$ cat src/hw/rtl/sps_pkg.sv
package sps_pkg;

    // Ceiling on the step period in ticks
    localparam int MAX_PERIOD_MS = 1000;

    localparam int MODE_W = 3;
    localparam logic [MODE_W-1:0] MODE_IDLE     = 3'd0;
    localparam logic [MODE_W-1:0] MODE_JOG_CW   = 3'd1;
    localparam logic [MODE_W-1:0] MODE_JOG_CCW  = 3'd2;
    localparam logic [MODE_W-1:0] MODE_HOME_CW  = 3'd3;
    localparam logic [MODE_W-1:0] MODE_HOME_CCW = 3'd4;

    localparam logic [1:0] CFG_MOTOR_TYPE     = 2'd0;
    localparam logic [1:0] CFG_STEP_PERIOD_MS = 2'd1;
    localparam logic [1:0] CFG_MIN_HOME_STEPS = 2'd2;

    localparam logic [7:0]  COILS_OFF       = 8'hFF;
    localparam logic [11:0] STEP_MAX        = 12'hFFF;
    localparam logic [9:0]  PERIOD_RESET    = 10'd10;
    localparam logic [11:0] MIN_HOME_RESET  = 12'd200;

    localparam logic [7:0] HALF_CW  [8] = '{8'h09, 8'h0B, 8'h0A, 8'h0E,
                                            8'h06, 8'h07, 8'h05, 8'h0D};
    localparam logic [7:0] HALF_CCW [8] = '{8'h0D, 8'h05, 8'h07, 8'h06,
                                            8'h0E, 8'h0A, 8'h0B, 8'h09};
    localparam logic [7:0] FULL_CW  [4] = '{8'hF5, 8'hF9, 8'hFA, 8'hF6};
    localparam logic [7:0] FULL_CCW [4] = '{8'hF6, 8'hFA, 8'hF9, 8'hF5};

    typedef struct packed {
        logic        motor_type;
        logic [9:0]  step_period_ms;
        logic [11:0] min_home_steps;
    } sps_cfg_t;

    typedef struct packed {
        logic [MODE_W-1:0] run_mode;
        logic [2:0]        phase_index;
        logic [9:0]        tick_count;
        logic [11:0]       step_count;
        logic [7:0]        pattern;
    } sps_state_t;

    typedef struct packed {
        logic [7:0] coil_pattern;
        logic       moving;
        logic       direction;
        logic       step_strobe;
    } sps_result_t;

    function automatic logic is_ccw(input logic [MODE_W-1:0] mode);
        return (mode == MODE_JOG_CCW) || (mode == MODE_HOME_CCW);
    endfunction

    function automatic logic [7:0] table_entry(input logic half, input logic ccw,
                                               input logic [2:0] idx);
        logic [7:0] e;
        if (half)
            e = ccw ? HALF_CCW[idx] : HALF_CW[idx];
        else
            e = ccw ? FULL_CCW[idx[1:0]] : FULL_CW[idx[1:0]];
        return e;
    endfunction

endpackage

$ cat src/hw/rtl/sps_cfg_regs.sv
module sps_cfg_regs (
    input  logic               clk,
    input  logic               rst_n,
    input  logic               cfg_valid,
    output logic               cfg_ready,
    input  logic [1:0]         cfg_index,
    input  logic [11:0]        cfg_data,
    output sps_pkg::sps_cfg_t  cfg
);

    sps_pkg::sps_cfg_t cfg_reg;
    sps_pkg::sps_cfg_t cfg_next;

    assign cfg_ready = 1'b1;
    assign cfg = cfg_reg;

    always_comb
    begin
        cfg_next = cfg_reg;
        if (cfg_valid)
        begin
            case (cfg_index)
                sps_pkg::CFG_MOTOR_TYPE:     cfg_next.motor_type     = cfg_data[0];
                sps_pkg::CFG_STEP_PERIOD_MS: cfg_next.step_period_ms = cfg_data[9:0];
                sps_pkg::CFG_MIN_HOME_STEPS: cfg_next.min_home_steps = cfg_data;
                default:                     cfg_next = cfg_reg;
            endcase
        end
    end

    always_ff @(posedge clk or negedge rst_n)
    begin
        if (!rst_n)
        begin
            cfg_reg.motor_type     <= 1'b0;
            cfg_reg.step_period_ms <= sps_pkg::PERIOD_RESET;
            cfg_reg.min_home_steps <= sps_pkg::MIN_HOME_RESET;
        end
        else
        begin
            cfg_reg <= cfg_next;
        end
    end

endmodule

$ cat src/hw/rtl/sps_step_logic.sv
module sps_step_logic (
    input  sps_pkg::sps_cfg_t    cfg,
    input  sps_pkg::sps_state_t  state,
    input  logic                 run_enable,
    input  logic                 cw_request,
    input  logic                 ccw_request,
    input  logic                 sensor_mode,
    input  logic                 home_sensor,
    output sps_pkg::sps_state_t  state_next,
    output sps_pkg::sps_result_t result
);

    localparam int PERIOD_CAP = (sps_pkg::MAX_PERIOD_MS > 1023) ? 1023
                                                                : sps_pkg::MAX_PERIOD_MS;

    logic [9:0] period;

    // zero acts as one, anything above the cap saturates
    always_comb
    begin
        if (cfg.step_period_ms == 10'd0)
            period = 10'd1;
        else if ({6'd0, cfg.step_period_ms} > 16'(PERIOD_CAP))
            period = 10'(PERIOD_CAP);
        else
            period = cfg.step_period_ms;
    end

    always_comb
    begin
        sps_pkg::sps_state_t s;
        logic                strobe;
        logic                keep;
        logic [10:0]         tick_sum;
        logic [sps_pkg::MODE_W-1:0] start_mode;

        s          = state;
        strobe     = 1'b0;
        keep       = 1'b0;
        tick_sum   = {1'b0, state.tick_count} + 11'd1;
        start_mode = sps_pkg::MODE_IDLE;

        if (!run_enable)
        begin
            s.run_mode   = sps_pkg::MODE_IDLE;
            s.tick_count = 10'd0;
            s.pattern    = sps_pkg::COILS_OFF;
        end
        else
        begin
            if (s.run_mode != sps_pkg::MODE_IDLE)
            begin
                if (tick_sum >= {1'b0, period})
                begin
                    if (s.step_count != sps_pkg::STEP_MAX)
                        s.step_count = s.step_count + 12'd1;
                    case (s.run_mode)
                        sps_pkg::MODE_JOG_CW:  keep = cw_request && !sensor_mode;
                        sps_pkg::MODE_JOG_CCW: keep = ccw_request && !sensor_mode;
                        default:
                            keep = !(home_sensor && (s.step_count > cfg.min_home_steps));
                    endcase
                    if (keep)
                    begin
                        s.phase_index = (s.phase_index + 3'd1)
                                      & (cfg.motor_type ? 3'd7 : 3'd3);
                        s.pattern     = sps_pkg::table_entry(cfg.motor_type,
                                            sps_pkg::is_ccw(s.run_mode), s.phase_index);
                        s.tick_count  = 10'd0;
                        strobe        = 1'b1;
                    end
                    else
                    begin
                        s.run_mode   = sps_pkg::MODE_IDLE;
                        s.tick_count = 10'd0;
                        s.pattern    = sps_pkg::COILS_OFF;
                    end
                end
                else
                begin
                    s.tick_count = tick_sum[9:0];
                end
            end

            // a run that just ended may restart on the same tick
            if (s.run_mode == sps_pkg::MODE_IDLE)
            begin
                if (cw_request)
                    start_mode = sensor_mode ? sps_pkg::MODE_HOME_CW : sps_pkg::MODE_JOG_CW;
                else if (ccw_request)
                    start_mode = sensor_mode ? sps_pkg::MODE_HOME_CCW : sps_pkg::MODE_JOG_CCW;

                if (start_mode != sps_pkg::MODE_IDLE)
                begin
                    s.run_mode    = start_mode;
                    s.phase_index = 3'd0;
                    s.step_count  = 12'd0;
                    s.tick_count  = 10'd0;
                    s.pattern     = sps_pkg::table_entry(cfg.motor_type,
                                        sps_pkg::is_ccw(start_mode), 3'd0);
                    strobe        = 1'b1;
                end
                else
                begin
                    s.pattern = sps_pkg::COILS_OFF;
                end
            end
        end

        state_next          = s;
        result.coil_pattern = s.pattern;
        result.moving       = (s.run_mode != sps_pkg::MODE_IDLE);
        result.direction    = sps_pkg::is_ccw(s.run_mode);
        result.step_strobe  = strobe;
    end

endmodule

$ cat src/hw/rtl/stepper_phase_sequencer.sv
// A tick beat accepted into the input register moves into the result register, and so onto
// the outputs, once that slot frees up. Throughput: one tick beat per clock while the output
// is not stalled; the input and result registers keep the single state update between them.
// Reset (rst_n, async, active low): idle, coils 0xFF, counters zero, period 10 ms,
// motor type 0, minimum homing steps 200; both pipeline registers empty.
module stepper_phase_sequencer (
    input  logic        clk,
    input  logic        rst_n,
    input  logic        in_valid,
    output logic        in_stall,
    input  logic        run_enable,
    input  logic        cw_request,
    input  logic        ccw_request,
    input  logic        sensor_mode,
    input  logic        home_sensor,
    output logic        out_valid,
    input  logic        out_stall,
    output logic [7:0]  coil_pattern,
    output logic        moving,
    output logic        direction,
    output logic        step_strobe,
    input  logic        cfg_valid,
    output logic        cfg_ready,
    input  logic [1:0]  cfg_index,
    input  logic [11:0] cfg_data
);

    sps_pkg::sps_cfg_t    cfg;
    sps_pkg::sps_state_t  state_reg;
    sps_pkg::sps_state_t  state_next;
    sps_pkg::sps_result_t result_next;
    sps_pkg::sps_result_t result_reg;

    logic in_valid_reg;
    logic out_valid_reg;
    logic run_enable_reg;
    logic cw_request_reg;
    logic ccw_request_reg;
    logic sensor_mode_reg;
    logic home_sensor_reg;
    logic advance;
    logic in_take;

    sps_cfg_regs u_cfg (
        .clk       (clk),
        .rst_n     (rst_n),
        .cfg_valid (cfg_valid),
        .cfg_ready (cfg_ready),
        .cfg_index (cfg_index),
        .cfg_data  (cfg_data),
        .cfg       (cfg)
    );

    sps_step_logic u_step (
        .cfg         (cfg),
        .state       (state_reg),
        .run_enable  (run_enable_reg),
        .cw_request  (cw_request_reg),
        .ccw_request (ccw_request_reg),
        .sensor_mode (sensor_mode_reg),
        .home_sensor (home_sensor_reg),
        .state_next  (state_next),
        .result      (result_next)
    );

    // the held beat moves into the result register when that slot frees up
    assign advance  = in_valid_reg && (!out_valid_reg || !out_stall);
    assign in_stall = in_valid_reg && !advance;
    assign in_take  = in_valid && !in_stall;

    always_ff @(posedge clk or negedge rst_n)
    begin
        if (!rst_n)
        begin
            in_valid_reg          <= 1'b0;
            out_valid_reg         <= 1'b0;
            state_reg.run_mode    <= sps_pkg::MODE_IDLE;
            state_reg.phase_index <= 3'd0;
            state_reg.tick_count  <= 10'd0;
            state_reg.step_count  <= 12'd0;
            state_reg.pattern     <= sps_pkg::COILS_OFF;
        end
        else
        begin
            if (in_take)
                in_valid_reg <= 1'b1;
            else if (advance)
                in_valid_reg <= 1'b0;

            if (advance)
            begin
                out_valid_reg <= 1'b1;
                state_reg     <= state_next;
            end
            else if (!out_stall)
            begin
                out_valid_reg <= 1'b0;
            end
        end
    end

    always_ff @(posedge clk)
    begin
        if (in_take)
        begin
            run_enable_reg  <= run_enable;
            cw_request_reg  <= cw_request;
            ccw_request_reg <= ccw_request;
            sensor_mode_reg <= sensor_mode;
            home_sensor_reg <= home_sensor;
        end
        if (advance)
            result_reg <= result_next;
    end

    assign out_valid    = out_valid_reg;
    assign coil_pattern = result_reg.coil_pattern;
    assign moving       = result_reg.moving;
    assign direction    = result_reg.direction;
    assign step_strobe  = result_reg.step_strobe;

    a_idle_coils_off: assert property (@(posedge clk) disable iff (!rst_n)
        (state_reg.run_mode == sps_pkg::MODE_IDLE) |-> (state_reg.pattern == sps_pkg::COILS_OFF))
        else $error("idle state holds a coil pattern other than all off");

    a_strobe_while_moving: assert property (@(posedge clk) disable iff (!rst_n)
        (out_valid && step_strobe) |-> moving)
        else $error("step strobe without an active run");

    a_idle_result: assert property (@(posedge clk) disable iff (!rst_n)
        (out_valid && !moving) |-> (coil_pattern == sps_pkg::COILS_OFF && !direction))
        else $error("idle result with coils driven or direction set");

    a_state_on_advance: assert property (@(posedge clk) disable iff (!rst_n)
        !advance |=> $stable(state_reg))
        else $error("run state changed without a tick beat");

endmodule

$ cat config.mk
export PLATFORM = sky130hd
export DESIGN_NAME = stepper_phase_sequencer
export DESIGN_NICKNAME = d
export VERILOG_FILES = /design/src/hw/rtl/sps_pkg.sv /design/src/hw/rtl/sps_cfg_regs.sv /design/src/hw/rtl/sps_step_logic.sv /design/src/hw/rtl/stepper_phase_sequencer.sv
export SDC_FILE = /design/constraint.sdc
export NUM_CORES = 1
export LEC_CHECK = 0
export BUFFER_PORTS_ARGS = -buffer_cell sky130_fd_sc_hd__buf_2
export CAP_MARGIN = 20
export CELL_PAD_IN_SITES_DETAIL_PLACEMENT = 1
export CELL_PAD_IN_SITES_GLOBAL_PLACEMENT = 1
export CORE_MARGIN = 2
export CORE_UTILIZATION = 49
export CTS_BUF_LIST = sky130_fd_sc_hd__clkbuf_8
export DETAILED_ROUTE_END_ITERATION = 8
export PLACE_DENSITY_LB_ADDON = 0.1
export SLEW_MARGIN = 0
export SYNTH_ARGS = -nofsm -noshare
export SYNTH_HDL_FRONTEND = slang
export SYNTH_SLANG_ARGS = --single-unit
$ cat constraint.sdc
create_clock -name clk -period 5.6 [get_ports clk]
set_clock_uncertainty 0.1 [all_clocks]
set_input_delay 0.56 -clock clk [delete_from_list [all_inputs] [get_ports clk]]
set_output_delay 0.56 -clock clk [all_outputs]
set_load 0.02 [all_outputs]
==> flow_metrics.env, run 1 <==
export IMPL_status="finished, final reports clean"
export IMPL_cts_htree_levels=3
export IMPL_crit_family="simple AND/OR/NAND/NOR gates"
export IMPL_max_freq_mhz=212
export IMPL_cts_buffers_inserted=9
export IMPL_multiInputGateArea_sq_um=2350
export IMPL_die_x_um=100
export IMPL_hold_class="in -> async"
export IMPL_seq_power_share_pct=41.2
export IMPL_synth_async_reset_ratio_pct=79.2
export IMPL_syn_nets=496
export IMPL_end_kind="flip-flop"
export IMPL_num_rows=35
export IMPL_hold_viol=0
export IMPL_rr_endpoint="direction$_DFFE_PP_"
export IMPL_register_area_sq_um=2020
export IMPL_cpMaxStageDelayCell="a211oi_4"
export IMPL_largest_register_ffs=36
export IMPL_drt_total_wl_um=10800
export IMPL_ys_types=62
export IMPL_yosysWarnings=0
export IMPL_timing_slew_headroom_pct=46.3
export IMPL_ys_ff_latch=77
export IMPL_drtAntennaViolNets=0
export IMPL_grt_pass1_vias=3684
export IMPL_grt_max_degree=62
export IMPL_route_met3_wl_um=326
export IMPL_yosys_area_top_type="dfrtp_1"
export IMPL_cp_start_kind="flip-flop"
export IMPL_gr_usage_all_layers_pct=23.4
export IMPL_p_sw_share_pct=36.8
export IMPL_maxCapViolCount=0
export IMPL_path_buf_inv=0
export IMPL_drt_iter0_drc=100
export IMPL_p_clk_share_pct=25.0
export IMPL_gr_total_overflow=0
export IMPL_crit_type="reg -> reg"
export IMPL_ys_top_cells_by_area="dfrtp_1 (26%), edfxtp_1 (11%), ha_1 (7.7%), dfstp_2 (7.5%), mux2_2 (6.0%)"
export IMPL_grt_first_pass_wirelength_um=18500
export IMPL_cpPeakStageDelay_ns=0.48
export IMPL_finalCritPeriodShare_pct=84.3
export IMPL_gp_congestion=0.850
export IMPL_core_sq_um=9110
export IMPL_syn_mean_instance_area_sq_um=10.2
export IMPL_synth_cells=444
export IMPL_hpwl_um=8080
export IMPL_io_pins=38
export IMPL_placement_io_buffers=36
export IMPL_dr_wl_met2_um=5420
export IMPL_wl_per_cell_um=18.1
export IMPL_synth_edf_count=16
export IMPL_p_total_mw=1.88
export IMPL_combinationalPowerShare_pct=33.9
export IMPL_fin_setup_tns_ns=0
export IMPL_antenna_found_initial=0
export IMPL_p_leak_nw=2.25
export IMPL_path_max_fanout=14
export IMPL_drc=0
export IMPL_synth_area_sq_um=4540
export IMPL_ys_seq_area_share_pct=44.5
export IMPL_power_density_nw_per_um2=375
export IMPL_nets=532
export IMPL_finalMaxSlewViolations=0
export IMPL_post_cts_resized=0
export IMPL_reg2reg_slack_ns=0.88
export IMPL_switchingPower_mw=0.693
export IMPL_arrival_ns=4.74
export IMPL_areaGrowthSynthToFinish_pct=10.6
export IMPL_clock_path_buffers=2
export IMPL_dr_pass1_iters=4
export IMPL_rsz0062_at_grt="no"
export IMPL_cts_sinks=77
export IMPL_drive_gt1_share_pct=21.0
export IMPL_worst_r2r_path_depth=15
export IMPL_viasPerCell=5.95
export IMPL_vdd_ir_drop_max_v=0.000166
export IMPL_cp_cell_sequence="ha_1 -> and2_1 -> and4_1 -> and3_1 -> nand3_1 -> mux2_2 -> ha_1 -> nor2b_1 -> o211ai_1 -> a211oi_1 -> o41ai_4 -> a211oi_4 -> a22oi_1 -> xor2_1 -> and2_1"
export IMPL_setup_viol=0
export IMPL_worstMarginPinSlew_ns=0.806
export IMPL_chipHeight_um=100
export IMPL_via_count=3544
export IMPL_cts_hold_buf=0
export IMPL_highest_layer="met4"
export IMPL_r2r_start="state_reg[8]$_DFFE_PN0P_"
export IMPL_layout_min_cycle_time_ns=4.72
export IMPL_ctsRootBufferMaster="clkbuf_8"
export IMPL_n_fill_cell=1041
export IMPL_cts_setup_buffers=0
export IMPL_clk_insertion_delay_late_ns=0.36
export IMPL_diodes=0
export IMPL_worstPathRequired_ns=5.62
export IMPL_synth_flop_cell="dfrtp_1"
export IMPL_wl_met1_um=4900
export IMPL_yosysTopAreaCellShare_pct=26.4
export IMPL_start_util_pct=49.9
export IMPL_intPower_mw=1.19
export IMPL_dieArea_sq_um=10100
export IMPL_clk_pin_slew_ns=0.08
export IMPL_cts_tree="built"
## cell usage in the layout, fill, tap and decap left out, types with 5 or more instances in the layout
master,Yosys,routed
nand2_1,44,44
nand4_1,6,6
dfrtp_1,48,48
ha_1,28,28
and3_1,10,10
nand2b_1,7,7
xnor2_1,16,16
nand3b_1,5,5
xor2_1,6,6
dfstp_2,13,13
nand3_1,15,15
mux2_2,24,24
clkbuf_8,0,9
o21a_1,7,7
a21oi_1,23,23
buf_2,2,36
a22o_1,7,7
inv_1,22,23
o21ai_0,24,24
a32o_1,9,9
edfxtp_1,16,16
nor2_1,30,30
## layout make-up
| type | instances | area share (%) |
|---|---|---|
| clock inverters | 7 | 1.97 |
| multi-input cells | 330 | 46.8 |
| inverters | 23 | 1.72 |
| repair buffers | 39 | 4.03 |
| flip-flops and latches | 77 | 40.3 |
| clock buffers | 9 | 2.47 |
| well taps | 111 | 2.76 |
## through the flow
step / std cells / util [%] / setup slack (ns) / area [sq um] / hold WS (ns)
6_report: 596 / 55.2 / 0.878 / 5020 / 0.273
5_1_grt: 596 / 55.2 / 0.442 / 5020 / 0.257
4_1_cts: 596 / 55.2 / 0.913 / 5020 / 0.265
3_5_place_dp: 580 / 52.7 / 0.942 / 4800 / 0.395
3_3_place_gp: 580 / 52.7 / 1.06 / 4800 / 0.367
2_1_floorplan: 444 / - / 1.56 / 4540 / 0.164
## worst max path at each step
stage	from	to	slack, ns	cells after the start
global route	state_reg[8]$_DFFE_PN0P_	coil_pattern[4]$_DFFE_PP_	0.44	14
global placement	state_reg[8]$_DFFE_PN0P_	direction$_DFFE_PP_	1.06	15
CTS	state_reg[8]$_DFFE_PN0P_	direction$_DFFE_PP_	0.91	15
detailed placement	state_reg[8]$_DFFE_PN0P_	direction$_DFFE_PP_	0.94	15
floorplan	state_reg[8]$_DFFE_PN0P_	direction$_DFFE_PP_	1.56	16
finish	state_reg[8]$_DFFE_PN0P_	direction$_DFFE_PP_	0.88	15
## power by group through the flow
stage / clock network (mW) / logic [mW] / registers, mW
finish: 0.471 / 0.638 / 0.775
global route: 0.498 / 0.708 / 0.789
CTS: 0.480 / 0.641 / 0.775
detailed placement: 0 / 0.636 / 0.786
global placement: 0 / 0.616 / 0.782
floorplan: 0 / 0.485 / 0.770
## metal layers
metal | vias up | global-route usage [%]
met5 | - | 0
met4 | 0 | 7.06
met3 | 14 | 3.76
met2 | 60 | 40.7
met1 | 1777 | 30.1
li1 | 1693 | -
## synthesized netlist by cell type, drive strengths merged, types with 3 or more instances
library cell,count
nor2,30
a22oi,3
a21oi,23
and3,10
dfrtp,48
buf,7
nor2b,4
o22ai,3
ha,28
a21o,3
nand3b,5
nand4,6
xnor2,16
o221ai,3
nor3,5
a32o,9
a22o,7
clkbuf,7
o21bai,4
mux2,24
edfxtp,16
or3,3
a31oi,4
nand2b,7
a211oi,5
inv,22
dfstp,13
nand2,44
o21ai,28
and2,4
o31ai,4
o21a,7
nand3,15
xor2,6
## kinds of logic (layout without fill, tap and decap cells)
kind of cell	count (synthesis)	in the layout	synth area share (%)
AO/OA/AOI/OAI	112	112	18.0
AND/OR/NAND/NOR	142	142	15.5
flip-flops	77	77	44.5
multiplexers	25	25	6.17
adder cells (fa/ha/maj)	28	28	7.71
other	1	1	0.0826
buffers and inverters	37	78	3.69
XOR/XNOR	22	22	4.24
Note: power is estimated with default switching activity, not from simulation.
==> inputs of run 2 (changes only) <==
clock period = 4.6 ns   (was 5.6 ns; I/O delays follow)
==> flow_metrics.env, run 2 (synthesis results as in run 1) <==
export IMPL_status="finished, final reports clean"
export IMPL_worstPathRequired_ns=4.62
export IMPL_grt_first_pass_wirelength_um=19300
export IMPL_gr_total_overflow=0
export IMPL_hold_viol=0
export IMPL_drive_gt1_share_pct=22.6
export IMPL_grt_pass1_vias=3878
export IMPL_gr_usage_all_layers_pct=24.6
export IMPL_end_kind="flip-flop"
export IMPL_cp_start_kind="flip-flop"
export IMPL_fin_setup_tns_ns=0
export IMPL_drt_total_wl_um=11400
export IMPL_mostFrequentLayoutCells="dfrtp_1 (48), nand2_1 (44), buf_2 (36)"
export IMPL_dieArea_sq_um=10100
export IMPL_wl_per_cell_um=19.0
export IMPL_arrival_ns=4.29
export IMPL_rsz0062_at_grt="no"
export IMPL_cpPeakStageDelay_ns=0.45
export IMPL_setup_viol=0
export IMPL_finalCritPeriodShare_pct=92.7
export IMPL_p_leak_nw=2.29
export IMPL_areaGrowthSynthToFinish_pct=12.4
export IMPL_drtAntennaViolNets=0
export IMPL_layout_min_cycle_time_ns=4.27
export IMPL_drc=0
export IMPL_path_max_fanout=9
export IMPL_holdWs_ns=0.168
export IMPL_io_pins=38
export IMPL_num_rows=35
export IMPL_clk_insertion_delay_late_ns=0.36
export IMPL_viasPerCell=5.99
export IMPL_clock_path_buffers=2
export IMPL_cts_sinks=77
export IMPL_maxCapViolCount=0
export IMPL_nets=539
export IMPL_antenna_found_initial=0
export IMPL_max_freq_mhz=234
export IMPL_timing_slew_headroom_pct=48.2
export IMPL_dr_pass1_iters=4
export IMPL_hpwl_um=8620
export IMPL_cts_tree="built"
export IMPL_crit_type="reg -> reg"
export IMPL_worstMarginPinSlew_ns=0.773
export IMPL_drt_iter0_drc=101
export IMPL_vdd_ir_drop_max_v=0.000174
export IMPL_final_common_cell="dfrtp_1"
export IMPL_die_x_um=100
export IMPL_clk_pin_slew_ns=0.09
export IMPL_cts_htree_levels=3
export IMPL_diodes=0
export IMPL_gp_congestion=0.821
export IMPL_cpMaxStageDelayCell="dfrtp_1"
export IMPL_core_sq_um=9110
export IMPL_cts_buffers_inserted=9
export IMPL_largest_register_ffs=36
export IMPL_start_util_pct=49.9
export IMPL_finalMaxSlewViolations=0
export IMPL_ctsRootBufferMaster="clkbuf_8"
export IMPL_grt_max_degree=47
export IMPL_hold_class="in -> reg"
export IMPL_via_count=3610
export IMPL_placement_io_buffers=36
export IMPL_power_density_nw_per_um2=466
export IMPL_cp_cell_sequence="ha_1 -> and2_1 -> and4_1 -> and3_1 -> nand3_2 -> buf_4 -> nand4_1 -> xnor2_1 -> ha_1 -> o211ai_1 -> a211oi_2 -> o41ai_4 -> buf_4 -> o21a_1 -> a22oi_1 -> xor2_1 -> and2_1"
export IMPL_chipHeight_um=100
[run 2: layer usage]
layer	up-vias	track usage [%]	part of all wire (%)
li1	1703	-	-
met4	0	9.69	1.8
met1	1825	31.3	44
met2	64	43.0	52
met3	18	2.79	2.4
met5	-	0	0
[run 2: area by class of cell]
| cell class | instances | area (sq um) |
|---|---|---|
| clock buffers | 10 | 138 |
| clock inverters | 6 | 87.6 |
| fillers | 1035 | 4000 |
| inverters | 23 | 86.3 |
| multi-input cells | 330 | 2370 |
| flip-flops and latches | 77 | 2020 |
| well taps | 111 | 139 |
| repair buffers | 46 | 258 |
[run 2: path summary, 6_finish.rpt]
check	startpoint	end	slack (ns)	cells after the start
worst min-delay path	cw_request	cw_request_reg$_DFFE_PP_	0.17	1
min in group asynchronous	rst_n	state_reg[27]$_DFFE_PN0P_	0.44	2
worst max register to register	state_reg[8]$_DFFE_PN0P_	direction$_DFFE_PP_	0.33	17
worst max-delay path	state_reg[8]$_DFFE_PN0P_	direction$_DFFE_PP_	0.33	17
max in group asynchronous	rst_n	u_cfg.cfg[22]$_DFFE_PN0P_	3.01	3
worst min register to register	state_reg[1]$_DFFE_PN1P_	state_reg[1]$_DFFE_PN1P_	0.41	2
[run 2: report_power, final]
| group | switching (mW) | total [mW] | leakage, nW | internal (mW) |
|---|---|---|---|---|
| clock network | 0.265 | 0.584 | 0.110 | 0.319 |
| logic | 0.508 | 0.854 | 1.27 | 0.346 |
| registers | 0.0970 | 0.941 | 0.904 | 0.844 |
| total | 0.870 | 2.38 | 2.29 | 1.51 |
[run 2: critical path, delay by kind of cell (launching register included)]
family | cells | cell delay [ns]
and+or+nand+nor | 6 | 1.17
AOI/OAI and AO/OA | 5 | 1.04
adders and majority gates | 2 | 0.59
DFF | 1 | 0.45
buffers and inverters | 2 | 0.36
xor gates and xnor gates | 2 | 0.29
[run 2: through the flow]
stage	std cells	area, sq um	setup slack [ns]	util (%)	power (mW)
after floorplan	444	4540	0.560	-	1.53
after global placement	582	4820	0.221	52.9	1.71
after detailed placement	582	4820	0.0671	52.9	1.75
after CTS	599	5050	0.0169	55.5	2.34
after global routing	603	5100	0.0245	56.0	2.53
final	603	5100	0.334	56.0	2.38
[run 2: what timing repair did]
| item | CTS | global route |
|---|---|---|
| resized for setup | 0 | 5 |
| hold buffers | 1 | 0 |
| buffers inserted | 0 | 4 |
| setup endpoints to repair | 0 | 29 |
| endpoints found under the hold margin | 8 | 0 |
==> inputs of run 3 (changes only) <==
==> constraint.sdc (replaced) <==
create_clock -name clk -period 4.6 [get_ports clk]
set_clock_uncertainty 0.1 [all_clocks]
set_input_delay 0.23 -clock clk [delete_from_list [all_inputs] [get_ports clk]]
set_output_delay 0.23 -clock clk [all_outputs]
set_load 0.02 [all_outputs]
==> flow_metrics.env, run 3 (synthesis results as in run 1) <==
export IMPL_clk_pin_slew_ns=0.08
export IMPL_crit_type="reg -> reg"
export IMPL_drtAntennaViolNets=0
export IMPL_cts_htree_levels=3
export IMPL_vdd_ir_drop_max_v=0.000183
export IMPL_reg2reg_slack_ns=0.34
export IMPL_drive_gt1_share_pct=21.9
export IMPL_max_freq_mhz=235
export IMPL_holdWs_ns=0.000498
export IMPL_antenna_found_initial=0
export IMPL_num_rows=35
export IMPL_worstSetupEndpoint="coil_pattern[2]$_DFFE_PP_"
export IMPL_start_util_pct=49.9
export IMPL_placement_io_buffers=36
export IMPL_final_common_cell="dfrtp_1"
export IMPL_rr_endpoint="coil_pattern[2]$_DFFE_PP_"
export IMPL_cp_cell_sequence="ha_1 -> and2_1 -> and4_1 -> and3_1 -> nand3_2 -> buf_4 -> nand4_1 -> xnor2_1 -> ha_1 -> a21oi_1 -> a211oi_2 -> o41ai_4 -> buf_4 -> a21oi_1 -> buf_4 -> nand2_1 -> o221ai_1 -> nand2_1"
export IMPL_grt_first_pass_wirelength_um=19000
export IMPL_status="finished, final reports clean"
export IMPL_worstPathRequired_ns=4.61
export IMPL_layoutNonFillerInstCount=608
export IMPL_hold_class="in -> reg"
export IMPL_cp_startpoint="state_reg[8]$_DFFE_PN0P_"
export IMPL_gr_total_overflow=0
export IMPL_rsz0062_at_grt="no"
export IMPL_drt_iter0_drc=88
export IMPL_largest_register_ffs=36
export IMPL_clock_path_buffers=2
export IMPL_layout_min_cycle_time_ns=4.26
export IMPL_hpwl_um=8490
export IMPL_grt_max_degree=62
export IMPL_gp_congestion=0.824
export IMPL_grt_pass1_vias=3829
export IMPL_ctsRootBufferMaster="clkbuf_8"
export IMPL_diodes=0
export IMPL_cpPeakStageDelay_ns=0.46
export IMPL_worst_r2r_path_depth=18
export IMPL_maxCapViolCount=0
export IMPL_viasPerCell=5.84
export IMPL_cp_start_kind="flip-flop"
export IMPL_clk_insertion_delay_late_ns=0.36
export IMPL_fin_setup_tns_ns=0
export IMPL_timing_slew_headroom_pct=44.7
export IMPL_crit_family="simple AND/OR/NAND/NOR gates"
export IMPL_io_pins=38
export IMPL_finalMaxSlewViolations=0
export IMPL_setup_viol=0
export IMPL_post_route_util_pct=56.3
export IMPL_end_kind="flip-flop"
export IMPL_areaGrowthSynthToFinish_pct=13.0
export IMPL_nets=544
export IMPL_dieArea_sq_um=10100
export IMPL_r2r_start="state_reg[8]$_DFFE_PN0P_"
export IMPL_finalCritPeriodShare_pct=92.5
export IMPL_path_buf_inv=3
export IMPL_power_density_nw_per_um2=448
export IMPL_core_sq_um=9110
export IMPL_hold_viol=0
export IMPL_arrival_ns=4.27
export IMPL_gr_usage_all_layers_pct=24.4
export IMPL_wl_per_cell_um=19.0
export IMPL_cpMostUsedCell="buf_4"
export IMPL_p_leak_nw=2.29
export IMPL_cpMaxStageDelayCell="dfrtp_1"
export IMPL_dp_cells=582
export IMPL_cts_tree="built"
export IMPL_drc=0
export IMPL_dr_pass1_iters=4
export IMPL_crit_cells=18
export IMPL_cts_sinks=77
export IMPL_mostFrequentLayoutCells="dfrtp_1 (48), nand2_1 (44), buf_2 (36)"
export IMPL_worstMarginPinSlew_ns=0.825
export IMPL_die_x_um=100
export IMPL_chipHeight_um=100
export IMPL_cts_buffers_inserted=9
export IMPL_via_count=3553
export IMPL_drt_total_wl_um=11500
export IMPL_path_max_fanout=9
export IMPL_holdCritStartpoint="cfg_data[11]"
run 3: area by class of cell:
type	count	area, sq um
Inverter	23	86.3
Tap cell	111	139
Multi-Input combinational cell	330	2370
Clock inverter	7	75.1
Fill cell	1021	3980
Timing Repair Buffer	51	313
Sequential cell	77	2020
Clock buffer	9	124
run 3: what timing repair did:
item | in CTS | in global routing
hold endpoints to repair | 55 | 0
gates resized for setup | 0 | 5
hold buffers | 8 | 0
setup buffers | 0 | 2
endpoints found under the setup margin | 0 | 28
run 3: layer usage:
metal / track usage [%] / wire length [um] / up-vias
li1: - / - / 1708
met1: 30.9 / 5150 / 1773
met2: 43.1 / 5910 / 59
met3: 3.20 / 351 / 13
met4: 8.22 / 141 / 0
met5: 0 / 0 / -
run 3: through the flow:
step | worst slack, ns | total power [mW] | instance area (sq um)
floorplan | 0.560 | 1.53 | 4540
global placement | 0.221 | 1.71 | 4820
detailed placement | 0.0759 | 1.75 | 4820
CTS | 0.00486 | 2.28 | 5100
global route | 0.0492 | 2.44 | 5130
finish | 0.343 | 2.30 | 5130
run 3: worst min-delay path by stage:
| stage | endpoint | slack (ns) | cells past startpoint |
|---|---|---|---|
| after CTS | u_cfg.cfg[11]$_DFFE_PN0P_ | 0.0006 | 2 |
| after detailed placement | sensor_mode_reg$_DFFE_PP_ | 0.31 | 1 |
| after floorplan | in_valid_reg$_DFFE_PN0P_ | -0.17 | 0 |
| after global routing | u_cfg.cfg[11]$_DFFE_PN0P_ | 0.01 | 2 |
| after global placement | cw_request_reg$_DFFE_PP_ | 0.31 | 1 |
| final | u_cfg.cfg[11]$_DFFE_PN0P_ | 0.0005 | 2 |
run 3: power breakdown:
part	total, mW	leakage (nW)	internal (mW)	switching, mW
clock	0.526	0.0976	0.253	0.273
sequential	0.940	0.904	0.844	0.0965
combinational	0.832	1.29	0.332	0.501
total	2.30	2.29	1.43	0.870
